[src/sv/apst_pkg.sv]
// Shared types and constants for the audio packet sequence tracker.
`timescale 1ns / 1ps

package apst_pkg;

    localparam logic [15:0] FIFO_BYTES  = 16'd8192;
    localparam logic [11:0] MAX_PAYLOAD = 12'd2047;
    localparam logic [10:0] HDR_BYTES   = 11'd4;
    localparam logic [10:0] FB_BYTES    = 11'd4;

    localparam int DIV_STEPS = 14;

    localparam logic [1:0] CMD_PACKET  = 2'd0;
    localparam logic [1:0] CMD_FORGET  = 2'd1;
    localparam logic [1:0] CMD_RESYNC  = 2'd2;

    localparam logic [7:0] PT_SPEAKER_AUDIO = 8'd0;
    localparam logic [7:0] PT_FEEDBACK = 8'd2;
    localparam logic [7:0] PT_TEST_DN  = 8'd4;
    localparam logic [7:0] PT_TEST_UP  = 8'd5;

    localparam logic [2:0] MODE_HEADSET_AUDIO = 3'd1;
    localparam logic [2:0] MODE_DONGLE_AUDIO  = 3'd2;
    localparam logic [2:0] MODE_DONGLE_TONE   = 3'd3;
    localparam logic [2:0] MODE_DONGLE_TEST   = 3'd4;
    localparam logic [2:0] MODE_HEADSET_TEST  = 3'd5;

    typedef enum logic [2:0] {
        ACT_IGNORE   = 3'd0,
        ACT_LATE     = 3'd1,
        ACT_OVERFLOW = 3'd2,
        ACT_WRITE    = 3'd3,
        ACT_FEEDBACK = 3'd4,
        ACT_TEST_DN  = 3'd5,
        ACT_TEST_UP  = 3'd6
    } t_action;

    typedef enum logic [1:0] {
        ST_IDLE = 2'd0,
        ST_DIV  = 2'd1,
        ST_OUT  = 2'd2
    } t_state;

endpackage

[src/sv/apst_div.sv]
// Restoring divider that produces one quotient bit per cycle.
`timescale 1ns / 1ps

module apst_div (
    input  logic        i_clk,
    input  logic        i_rst_n,
    input  logic        i_start,
    input  logic [13:0] i_dividend,
    input  logic [10:0] i_divisor,
    output logic        o_done,
    output logic [13:0] o_quot
);
    import apst_pkg::*;

    logic [13:0] r_quo;
    logic [11:0] r_rem;
    logic [10:0] r_div;
    logic [3:0]  r_cnt;
    logic        r_busy;
    logic        r_done;

    logic [11:0] w_trial;
    logic        w_ge;
    logic [11:0] n_rem;
    logic [13:0] n_quo;

    always_comb begin
        w_trial = {r_rem[10:0], r_quo[13]};
        w_ge    = (w_trial >= {1'b0, r_div});
        n_rem   = w_ge ? (w_trial - {1'b0, r_div}) : w_trial;
        n_quo   = {r_quo[12:0], w_ge};
    end

    always_ff @(posedge i_clk) begin
        if (!i_rst_n) begin
            r_busy <= 1'b0;
            r_done <= 1'b0;
            r_cnt  <= '0;
        end else begin
            r_done <= 1'b0;
            if (i_start) begin
                r_busy <= 1'b1;
                r_cnt  <= 4'(DIV_STEPS - 1);
            end else if (r_busy) begin
                r_cnt <= r_cnt - 4'd1;
                if (r_cnt == 4'd0) begin
                    r_busy <= 1'b0;
                    r_done <= 1'b1;
                end
            end
        end
    end

    always_ff @(posedge i_clk) begin
        if (i_start) begin
            r_quo <= i_dividend;
            r_rem <= '0;
            r_div <= i_divisor;
        end else if (r_busy) begin
            r_quo <= n_quo;
            r_rem <= n_rem;
        end
    end

    assign o_done = r_done;
    assign o_quot = r_quo;

endmodule

[src/sv/audio_packet_sequence_tracker.sv]
// Top level of the audio packet sequence tracker.
`timescale 1ns / 1ps

// Channel   Handshake            Payload
// input     i_valid / o_ready    i_cmd .. i_first_word
// output    o_valid / i_ready    o_action .. o_peer_valid
// config    i_cfg_we             i_cfg_data (link mode)
//
// An item is taken when the block is idle. A write of audio that fills a gap
// runs the serial divider first; every other item goes straight to the output.
// The result then stays until it is taken; only after that is a new item taken.
// Reset is synchronous and clears the link mode, sequence sync and peer state.
module audio_packet_sequence_tracker (
    input  logic        i_clk,
    input  logic        i_rst_n,
    input  logic        i_cfg_we,
    input  logic [2:0]  i_cfg_data,
    input  logic        i_valid,
    output logic        o_ready,
    input  logic [1:0]  i_cmd,
    input  logic [7:0]  i_pkt_type,
    input  logic [15:0] i_seq_num,
    input  logic [10:0] i_payload_len,
    input  logic [47:0] i_src_mac,
    input  logic [13:0] i_fifo_space,
    input  logic [31:0] i_first_word,
    output logic        o_valid,
    input  logic        i_ready,
    output logic [2:0]  o_action,
    output logic [13:0] o_silence_count,
    output logic [10:0] o_body_len,
    output logic [15:0] o_seq_out,
    output logic [31:0] o_feedback_value,
    output logic        o_peer_learned,
    output logic [47:0] o_peer_addr,
    output logic        o_peer_valid
);
    import apst_pkg::*;

    t_state      r_state, n_state;
    logic [2:0]  r_mode;
    logic [15:0] r_exp_seq;
    logic        r_synced;
    logic [47:0] r_peer_mac;
    logic        r_peer_known;

    t_action     r_action;
    logic [13:0] r_silence;
    logic [10:0] r_dlen;
    logic [15:0] r_seq_out;
    logic [31:0] r_fb;
    logic        r_learned;
    logic [14:0] r_diff;

    logic        w_accept;
    logic        w_div_done;
    logic [13:0] w_quot;

    t_action     c_action;
    logic [10:0] c_dlen;
    logic [15:0] c_seq_out;
    logic [31:0] c_fb;
    logic        c_learn;
    logic        c_need_div;
    logic [13:0] c_space;
    logic [13:0] c_dividend;
    logic [15:0] c_exp_eff;
    logic [15:0] c_diff;
    logic        c_plen_ok;
    logic [15:0] n_exp_seq;
    logic        n_synced;
    logic        n_peer_known;
    logic        n_forget;
    logic [13:0] c_silence_div;

    assign w_accept = (r_state == ST_IDLE) && i_valid;

    always_comb begin
        c_action   = ACT_IGNORE;
        c_dlen     = '0;
        c_seq_out  = '0;
        c_fb       = '0;
        c_learn    = 1'b0;
        c_need_div = 1'b0;
        n_exp_seq  = r_exp_seq;
        n_synced   = r_synced;
        n_forget   = 1'b0;

        c_space = ({2'b0, i_fifo_space} > FIFO_BYTES) ? FIFO_BYTES[13:0] : i_fifo_space;
        c_exp_eff  = r_synced ? r_exp_seq : i_seq_num;
        c_diff     = i_seq_num - c_exp_eff;
        c_dividend = c_space - {3'b0, i_payload_len - HDR_BYTES};
        c_plen_ok  = (i_payload_len >= HDR_BYTES) && ({1'b0, i_payload_len} <= MAX_PAYLOAD);

        if (i_cmd == CMD_FORGET) begin
            n_forget = 1'b1;
        end else if (i_cmd == CMD_RESYNC) begin
            n_exp_seq = '0;
            n_synced  = 1'b0;
        end else if (i_cmd == CMD_PACKET && c_plen_ok) begin
            c_dlen = i_payload_len - HDR_BYTES;
            priority if (i_pkt_type == PT_SPEAKER_AUDIO) begin
                if (r_mode == MODE_HEADSET_AUDIO) begin
                    c_learn   = 1'b1;
                    n_synced  = 1'b1;
                    n_exp_seq = c_exp_eff;
                    priority if (c_diff[15]) begin
                        c_action = ACT_LATE;
                    end else if (c_space < {3'b0, c_dlen}) begin
                        c_action  = ACT_OVERFLOW;
                        n_exp_seq = i_seq_num + 16'd1;
                    end else begin
                        c_action   = ACT_WRITE;
                        n_exp_seq  = i_seq_num + 16'd1;
                        c_need_div = (c_diff != 16'd0) && (c_dlen != 11'd0);
                    end
                end
            end else if (i_pkt_type == PT_FEEDBACK) begin
                if (r_mode == MODE_DONGLE_AUDIO || r_mode == MODE_DONGLE_TONE) begin
                    c_learn = 1'b1;
                    if (c_dlen >= FB_BYTES && r_mode == MODE_DONGLE_AUDIO) begin
                        c_action = ACT_FEEDBACK;
                        c_fb     = i_first_word;
                    end
                end
            end else if (i_pkt_type == PT_TEST_DN) begin
                if (r_mode == MODE_HEADSET_TEST) begin
                    c_learn   = 1'b1;
                    c_action  = ACT_TEST_DN;
                    c_seq_out = i_seq_num;
                end
            end else if (i_pkt_type == PT_TEST_UP) begin
                if (r_mode == MODE_DONGLE_TEST) begin
                    c_learn   = 1'b1;
                    c_action  = ACT_TEST_UP;
                    c_seq_out = i_seq_num;
                end
            end else begin
                c_learn = 1'b0;
            end
        end

        n_peer_known = r_peer_known;
        if (n_forget) begin
            n_peer_known = 1'b0;
        end else if (c_learn) begin
            n_peer_known = 1'b1;
        end
    end

    apst_div u_div (
        .i_clk      (i_clk),
        .i_rst_n    (i_rst_n),
        .i_start    (w_accept && c_need_div),
        .i_dividend (c_dividend),
        .i_divisor  (c_dlen),
        .o_done     (w_div_done),
        .o_quot     (w_quot)
    );

    assign c_silence_div = ({1'b0, w_quot} > r_diff) ? r_diff[13:0] : w_quot;

    always_ff @(posedge i_clk) begin
        if (!i_rst_n) begin
            r_state <= ST_IDLE;
        end else begin
            r_state <= n_state;
        end
    end

    always_comb begin
        n_state = r_state;
        o_ready = 1'b0;
        o_valid = 1'b0;
        unique case (r_state)
            ST_IDLE: begin
                o_ready = 1'b1;
                if (i_valid) begin
                    n_state = c_need_div ? ST_DIV : ST_OUT;
                end
            end
            ST_DIV: begin
                if (w_div_done) begin
                    n_state = ST_OUT;
                end
            end
            ST_OUT: begin
                o_valid = 1'b1;
                if (i_ready) begin
                    n_state = ST_IDLE;
                end
            end
            default: begin
                n_state = ST_IDLE;
            end
        endcase
    end

    always_ff @(posedge i_clk) begin
        if (!i_rst_n) begin
            r_mode       <= '0;
            r_exp_seq    <= '0;
            r_synced     <= 1'b0;
            r_peer_mac   <= '0;
            r_peer_known <= 1'b0;
        end else begin
            if (i_cfg_we) begin
                r_mode <= i_cfg_data;
            end
            if (w_accept) begin
                r_exp_seq    <= n_exp_seq;
                r_synced     <= n_synced;
                r_peer_known <= n_peer_known;
                if (c_learn && !r_peer_known) begin
                    r_peer_mac <= i_src_mac;
                end
            end
        end
    end

    always_ff @(posedge i_clk) begin
        if (w_accept) begin
            r_action  <= c_action;
            r_silence <= '0;
            r_dlen    <= c_dlen;
            r_seq_out <= c_seq_out;
            r_fb      <= c_fb;
            r_learned <= c_learn && !r_peer_known;
            r_diff    <= c_diff[14:0];
        end else if (r_state == ST_DIV && w_div_done) begin
            r_silence <= c_silence_div;
        end
    end

    assign o_action         = r_action;
    assign o_silence_count  = r_silence;
    assign o_body_len       = r_dlen;
    assign o_seq_out        = r_seq_out;
    assign o_feedback_value = r_fb;
    assign o_peer_learned   = r_learned;
    assign o_peer_addr      = r_peer_mac;
    assign o_peer_valid     = r_peer_known;

endmodule

[config.mk]
export PLATFORM = sky130hd
export DESIGN_NAME = audio_packet_sequence_tracker
export DESIGN_NICKNAME = d
export VERILOG_FILES = /design/src/sv/apst_pkg.sv /design/src/sv/apst_div.sv /design/src/sv/audio_packet_sequence_tracker.sv
export SDC_FILE = /design/constraint.sdc
export NUM_CORES = 1
export LEC_CHECK = 0
export ABC_AREA = 0
export CAP_MARGIN = 5
export CORE_ASPECT_RATIO = 0.5
export CORE_MARGIN = 5
export CORE_UTILIZATION = 60
export CTS_BUF_LIST = sky130_fd_sc_hd__clkbuf_4 sky130_fd_sc_hd__clkbuf_8
export CTS_CLUSTER_SIZE = 25
export DETAILED_ROUTE_END_ITERATION = 7
export DONT_BUFFER_PORTS = 1
export HOLD_SLACK_MARGIN = 0.05
export PLACE_DENSITY = 0.88
export SLEW_MARGIN = 20
export SYNTH_ARGS = -nofsm -noshare
export SYNTH_HDL_FRONTEND = slang
export SYNTH_SLANG_ARGS = --single-unit
[constraint.sdc]
create_clock -name i_clk -period 4.7 [get_ports i_clk]
set_clock_uncertainty 0.2 [all_clocks]
set_input_delay 0.94 -clock i_clk [delete_from_list [all_inputs] [get_ports i_clk]]
set_output_delay 0.94 -clock i_clk [all_outputs]
set_load 0.1 [all_outputs]
==> results of run 1 <==
==> per-layer routing <==
metal / up-vias / global-route usage, % / wire, µm
met4: 0 / 5.96 / 723
met2: 415 / 41.8 / 13500
met5: - / 0 / 0
met1: 4003 / 32.4 / 11700
li1: 3966 / - / -
met3: 72 / 5.95 / 2610
==> where the power goes <==
| part | leakage, nW | switching, W | internal [W] | total [W] |
|---|---|---|---|---|
| Combinational | 2.75 | 0.000289 | 0.000175 | 0.000464 |
| Sequential | 1.80 | 0.000259 | 0.00194 | 0.00220 |
| Clock | 0.357 | 0.000695 | 0.000920 | 0.00162 |
==> sequential cells by signal (all words and copies together) (netlist names), 3 cells and up <==
register,flops
o_action,3
o_body_len,11
o_feedback_value,32
o_peer_addr,48
o_seq_out,16
o_silence_count,14
r_diff,15
r_exp_seq,16
r_mode,3
u_div.o_quot,14
u_div.r_cnt,4
u_div.r_div,11
u_div.r_rem,11
==> placed cells by master (no fill, tap or decap), types with 7 or more instances in the layout <==
cell	count
o211ai_1	7
dfxtp_1	102
nor2b_1	52
a21oi_1	68
nor4_1	7
a21boi_0	17
nand2_1	51
nand4_1	10
nor3_1	22
nor2_1	92
a211oi_1	11
nand3_1	24
xor2_1	25
ha_1	64
nand2b_1	13
xnor2_1	25
mux2i_1	85
o21a_1	10
buf_4	16
mux2_1	9
and2_1	54
inv_1	51
o21ai_0	42
edfxtp_1	103
a2111o_1	14
clkbuf_8	33
clkbuf_4	7
a21o_1	7
clkinv_2	7
==> synth_stat cells (4+ instances only) <==
| cell type | number |
|---|---|
| a2111o_1 | 14 |
| a211oi_1 | 11 |
| a21boi_0 | 17 |
| a21o_1 | 7 |
| a21oi_1 | 68 |
| a31oi_1 | 5 |
| and2_1 | 54 |
| and3_1 | 4 |
| buf_2 | 8 |
| buf_6 | 4 |
| clkbuf_1 | 32 |
| dfxtp_1 | 102 |
| edfxtp_1 | 103 |
| ha_1 | 64 |
| inv_1 | 52 |
| mux2_1 | 9 |
| mux2i_1 | 85 |
| nand2_1 | 51 |
| nand2b_1 | 13 |
| nand3_1 | 24 |
| nand4_1 | 10 |
| nor2_1 | 94 |
| nor2b_1 | 53 |
| nor3_1 | 22 |
| nor3b_1 | 5 |
| nor4_1 | 8 |
| o2111ai_1 | 6 |
| o211ai_1 | 7 |
| o21a_1 | 10 |
| o21ai_0 | 42 |
| o31ai_1 | 4 |
| or2_2 | 5 |
| or3_1 | 6 |
| or4_1 | 4 |
| xnor2_1 | 25 |
| xor2_1 | 25 |
==> cells by family after synthesis <==
family                     count (synthesis)
muxes                                     97
AOI/OAI and AO/OA                        216
and+or+nand+nor                          367
adders and majority gates                 67
xor gates and xnor gates                  50
buffers and inverters                    100
DFF                                      205
==> path summary, 6_finish.rpt <==
kind / end / slack, ns / cells past startpoint
max: u_div.o_quot[11] / 0.29 / 12
min: r_exp_seq[3] / 0.27 / 2
max reg2reg: u_div.o_quot[11] / 0.29 / 12
min reg2reg: r_exp_seq[3] / 0.27 / 2
==> stage by stage <==
step           total power, W  util [%]  instance area, µm²  hold slack [ns]  setup WS (ns)
2_1_floorplan         0.00258         -               11300            0.241          0.156
3_3_place_gp          0.00267      62.3               11500            0.247          0.264
3_5_place_dp          0.00269      62.3               11500            0.257          0.116
4_1_cts               0.00429      66.0               12100            0.268          0.395
5_1_grt               0.00443      66.0               12100            0.285         0.0425
6_report              0.00428      66.0               12100            0.267          0.294
==> critical path: cells and delay by family (launching register included) <==
kind                     cells  cell delay (ns)
AO/OA/AOI/OAI                6             1.43
flip-flops                   1             0.69
multiplexers                 2             0.65
buffers and inverters        2             0.58
AND/OR/NAND/NOR              1             0.30
adder cells (fa/ha/maj)      1             0.29
==> area by class of cell <==
cell class	instances	area, µm²	share of cell area [%]
clock buffer	40	507	4.18
timing repair buffer	16	120	0.990
tap	240	300	2.47
multi-input combinational	797	5710	47.1
inverter	52	199	1.64
clock inverter	13	163	1.34
sequential	205	5130	42.3
==> results_dict.tcl, run 1 <==
set metrics [dict create \
    synthXorXnorAreaFrac_pct 3.89 \
    overflow 0 \
    rsz0062_at_grt "no" \
    fp-row-count 35 \
    htree_levels 1 \
    syn_area_per_cell_um2 10.2 \
    path_max_fanout 14 \
    cts-buffers-inserted 29 \
    powerDensity_nw_per_um2 353 \
    antenna_cells 0 \
    grt_first_pass_wirelength_mm 43.6 \
    fmax_mhz 227 \
    io_buffer_count 0 \
    ys_ff_latch 205 \
    slowest_delay_ns 0.69 \
    vias 8456 \
    cts_buffer_depth 3 \
    synth_mux_area_share_pct 8.77 \
    synth_simple_gate_area_share_pct 17.2 \
    ir_worst_vdd_mv 0.186 \
    core_area_um2 18400 \
    drt_first_pass_iters 5 \
    yosysSeqAreaShare_pct 45.7 \
    total_leakage_power_nw 4.91 \
    postCtsHoldBufs 0 \
    crit_path_top_delay_cell "dfxtp_1" \
    detail-route-antenna-nets 0 \
    wirelength_mm 28.6 \
    syn_nets 1308 \
    synth_top_cell_by_area "edfxtp_1" \
    synth_top_family_by_area "simple AND/OR/NAND/NOR gates" \
    cts_root_buf "clkbuf_8" \
    fin_nets 1307 \
    initial_core_util_pct 61.1 \
    synth_top_area_share_pct 27.5 \
    synth-adder-area-share_pct 7.65 \
    worstPathCellList "buf_4 > mux2i_1 > ha_1 > a21oi_1 > a21oi_1 > or2_2 > o21a_1 > a2111oi_4 > o2111ai_1 > a31oi_2 > buf_4 > mux2_1" \
    antenna_found_initial 0 \
    hp-start "r_exp_seq[3]" \
    postCtsSetupBuffers 0 \
    gr-usage-all-layers_pct 24.7 \
    n_fill_cell 1349 \
    synth_cells 1102 \
    drv_cap 0 \
    synth-compound-area-share_pct 13.1 \
    drive_gt1_share_pct 8.37 \
    crit_start "r_synced" \
    synth_flop_cell "edfxtp_1" \
    status "finished, final reports clean" \
    place_hpwl_mm 21.4 \
    worst_pin_slew_ns 1.09 \
    drt_iter0_drc 810 \
    dieHeight_um 107 \
    cts_resized 0 \
    layoutNonFillerInstCount 1363 \
    endpoint_kind "flip-flop" \
    ios 267 \
    crit_arrival_ns 4.49 \
    fp.dieW_um 204 \
    crit_path_start_kind "flip-flop" \
    cts.sinks 205 \
    dieArea_um2 21700 \
    critical_path_required_ns 4.79 \
    reg2reg_from "r_synced" \
    cts_tree "done" \
    max_slew_margin_pct 26.8 \
    maxSlewViolCount 0 \
    synth_warnings 0 \
    period_share_pct 93.7 \
    via_per_inst 6.20 \
    routabilityCongestion 0.959 \
    drc 0 \
    setup_violations 0 \
    area_delta_synth_final_pct 7.91 \
    path_clk_slew_ns 0.07 \
    async_flop_share_pct 0 \
    grt_max_degree 57 \
    tns_ns 0 \
    first_global_vias 8261 \
    synth_edf_count 103 \
    yosysUniqueCellTypes 68 \
    wire_per_inst_um 21.0 \
    hp-class "reg -> reg" \
    synthTopCellsByArea "edfxtp_1 (28%), dfxtp_1 (18%), mux2i_1 (7.6%), ha_1 (7.1%), nor2_1 (3.1%)" \
    dp_cells 1310 \
    timing_hold_violations_final 0 \
    clock_latency_ns 0.55 \
    synth.cell_area_um2 11200 \
    path_class "reg -> reg" \
    min_period_ns 4.41 \
]
Note: power is estimated with default switching activity, not from simulation.
==> run 2: changes to the inputs <==
--- a/config.mk
+++ b/config.mk
@@ -8,7 +8,7 @@
 export ABC_AREA = 0
 export CAP_MARGIN = 5
 export CORE_ASPECT_RATIO = 0.5
-export CORE_MARGIN = 5
+export CORE_MARGIN = 2
 export CORE_UTILIZATION = 60
 export CTS_BUF_LIST = sky130_fd_sc_hd__clkbuf_4 sky130_fd_sc_hd__clkbuf_8
 export CTS_CLUSTER_SIZE = 25
==> results_dict.tcl, run 2 (synthesis results as in run 1) <==
set metrics [dict create \
    drt_first_pass_iters 6 \
    drc 0 \
    antenna_cells 0 \
    critPathTopFamily "simple AND/OR/NAND/NOR gates" \
    hp-class "reg -> reg" \
    cts_root_buf "clkbuf_8" \
    worstPathCellList "nand2b_1 > nand2_1 > ha_1 > fa_1 > nor2b_1 > o22ai_1 > xnor2_1 > nor4_1 > or4b_1 > or4_1 > o21a_1 > and2_1" \
    tns_ns 0 \
    path_class "reg -> reg" \
    ir_worst_vdd_mv 0.224 \
    cts_tree "done" \
    cp.depth 12 \
    fin_nets 1309 \
    multi_input_area_um2 5710 \
    n_fill_cell 1382 \
    routabilityCongestion 0.922 \
    via_per_inst 6.20 \
    crit_path_top_delay_cell "dfxtp_1" \
    place_hpwl_mm 21.0 \
    first_global_vias 8169 \
    postCtsSetupBuffers 0 \
    timing_hold_violations_final 0 \
    regArea_um2 5130 \
    worst_pin_slew_ns 1.11 \
    io_buffer_count 0 \
    gr-usage-all-layers_pct 27.5 \
    powerDensity_nw_per_um2 352 \
    core_area_um2 18400 \
    drv_cap 0 \
    fp-row-count 35 \
    setup_violations 0 \
    drive_gt1_share_pct 8.70 \
    crit_arrival_ns 4.47 \
    htree_levels 1 \
    min_period_ns 4.44 \
    rsz0062_at_grt "no" \
    crit_path_start_kind "flip-flop" \
    fp.dieW_um 198 \
    cts-buffers-inserted 30 \
    whs_path_depth 2 \
    status "finished, final reports clean" \
    cp.buffers_inverters 0 \
    final_common_cell "edfxtp_1" \
    path_clk_slew_ns 0.06 \
    area_delta_synth_final_pct 8.14 \
    cts_buffer_depth 3 \
    grt_max_degree 80 \
    cts.sinks 205 \
    vias 8476 \
    critical_path_required_ns 4.74 \
    clock_latency_ns 0.55 \
    path_max_fanout 14 \
    total_leakage_power_nw 4.92 \
    most-common-layout-cells "edfxtp_1 (103), dfxtp_1 (102), nor2_1 (93), mux2i_1 (85), a21oi_1 (68)" \
    r2r_cells 12 \
    postCtsHoldBufs 0 \
    maxSlewViolCount 0 \
    period_share_pct 94.4 \
    wirelength_mm 28.4 \
    endpoint_kind "flip-flop" \
    dieHeight_um 101 \
    largest_register_ffs 48 \
    detail-route-antenna-nets 0 \
    antenna_found_initial 0 \
    max_slew_margin_pct 25.8 \
    dieArea_um2 19900 \
    grt_first_pass_wirelength_mm 43.3 \
    fmax_mhz 225 \
    wire_per_inst_um 20.7 \
    finalPower_w 0.00428 \
    initial_core_util_pct 61.1 \
    drt_iter0_drc 752 \
    overflow 0 \
    ios 267 \
    slowest_delay_ns 0.70 \
    cts_resized 0 \
]
-- run 2: area by class of cell --
type / instances / share of cell area [%]
Multi-Input combinational cell: 797 / 46.9
Timing Repair Buffer: 17 / 1.05
Inverter: 52 / 1.64
Sequential cell: 205 / 42.2
Clock inverter: 9 / 0.772
Clock buffer: 47 / 4.91
Tap cell: 240 / 2.47
-- run 2: path summary, 6_finish.rpt --
| kind | end | slack [ns] | from |
|---|---|---|---|
| worst max-delay path | u_div.r_div[2] | 0.26 | r_synced |
| worst min register to register | r_exp_seq[6] | 0.27 | r_exp_seq[6] |
| worst max register to register | u_div.r_div[2] | 0.26 | r_synced |
| worst min-delay path | r_exp_seq[6] | 0.27 | r_exp_seq[6] |
-- run 2: metal layers --
metal / share of wire [%] / vias up / global-route usage [%] / wire, µm
met3: 8.7 / 52 / 5.62 / 2460
met5: 0 / - / 0 / 0
met1: 42 / 4056 / 36.5 / 11800
li1: - / 3952 / - / -
met2: 48 / 416 / 46.5 / 13600
met4: 1.9 / 0 / 6.94 / 535
-- run 2: per-stage QoR --
step           setup WS, ns  area [µm²]  hold WS, ns  util [%]  cells
4_1_cts               0.300       12200        0.270      66.1   1367
2_1_floorplan         0.156       11300        0.241         -   1102
3_3_place_gp          0.347       11500        0.247      62.4   1311
5_1_grt              0.0858       12200        0.293      66.1   1367
3_5_place_dp          0.156       11500        0.261      62.4   1311
6_report              0.263       12200        0.268      66.1   1367
-- run 2: worst min-delay path: stages (launching register included) --
cell and delay [ns]:
dfxtp_1 0.31, nand2_1 0.05, a21boi_0 0.06
-- run 2: where the power goes --
part	leakage, nW	internal (W)	switching (W)
Combinational	2.76	0.000176	0.000293
Clock	0.371	0.000918	0.000692
Sequential	1.80	0.00194	0.000258
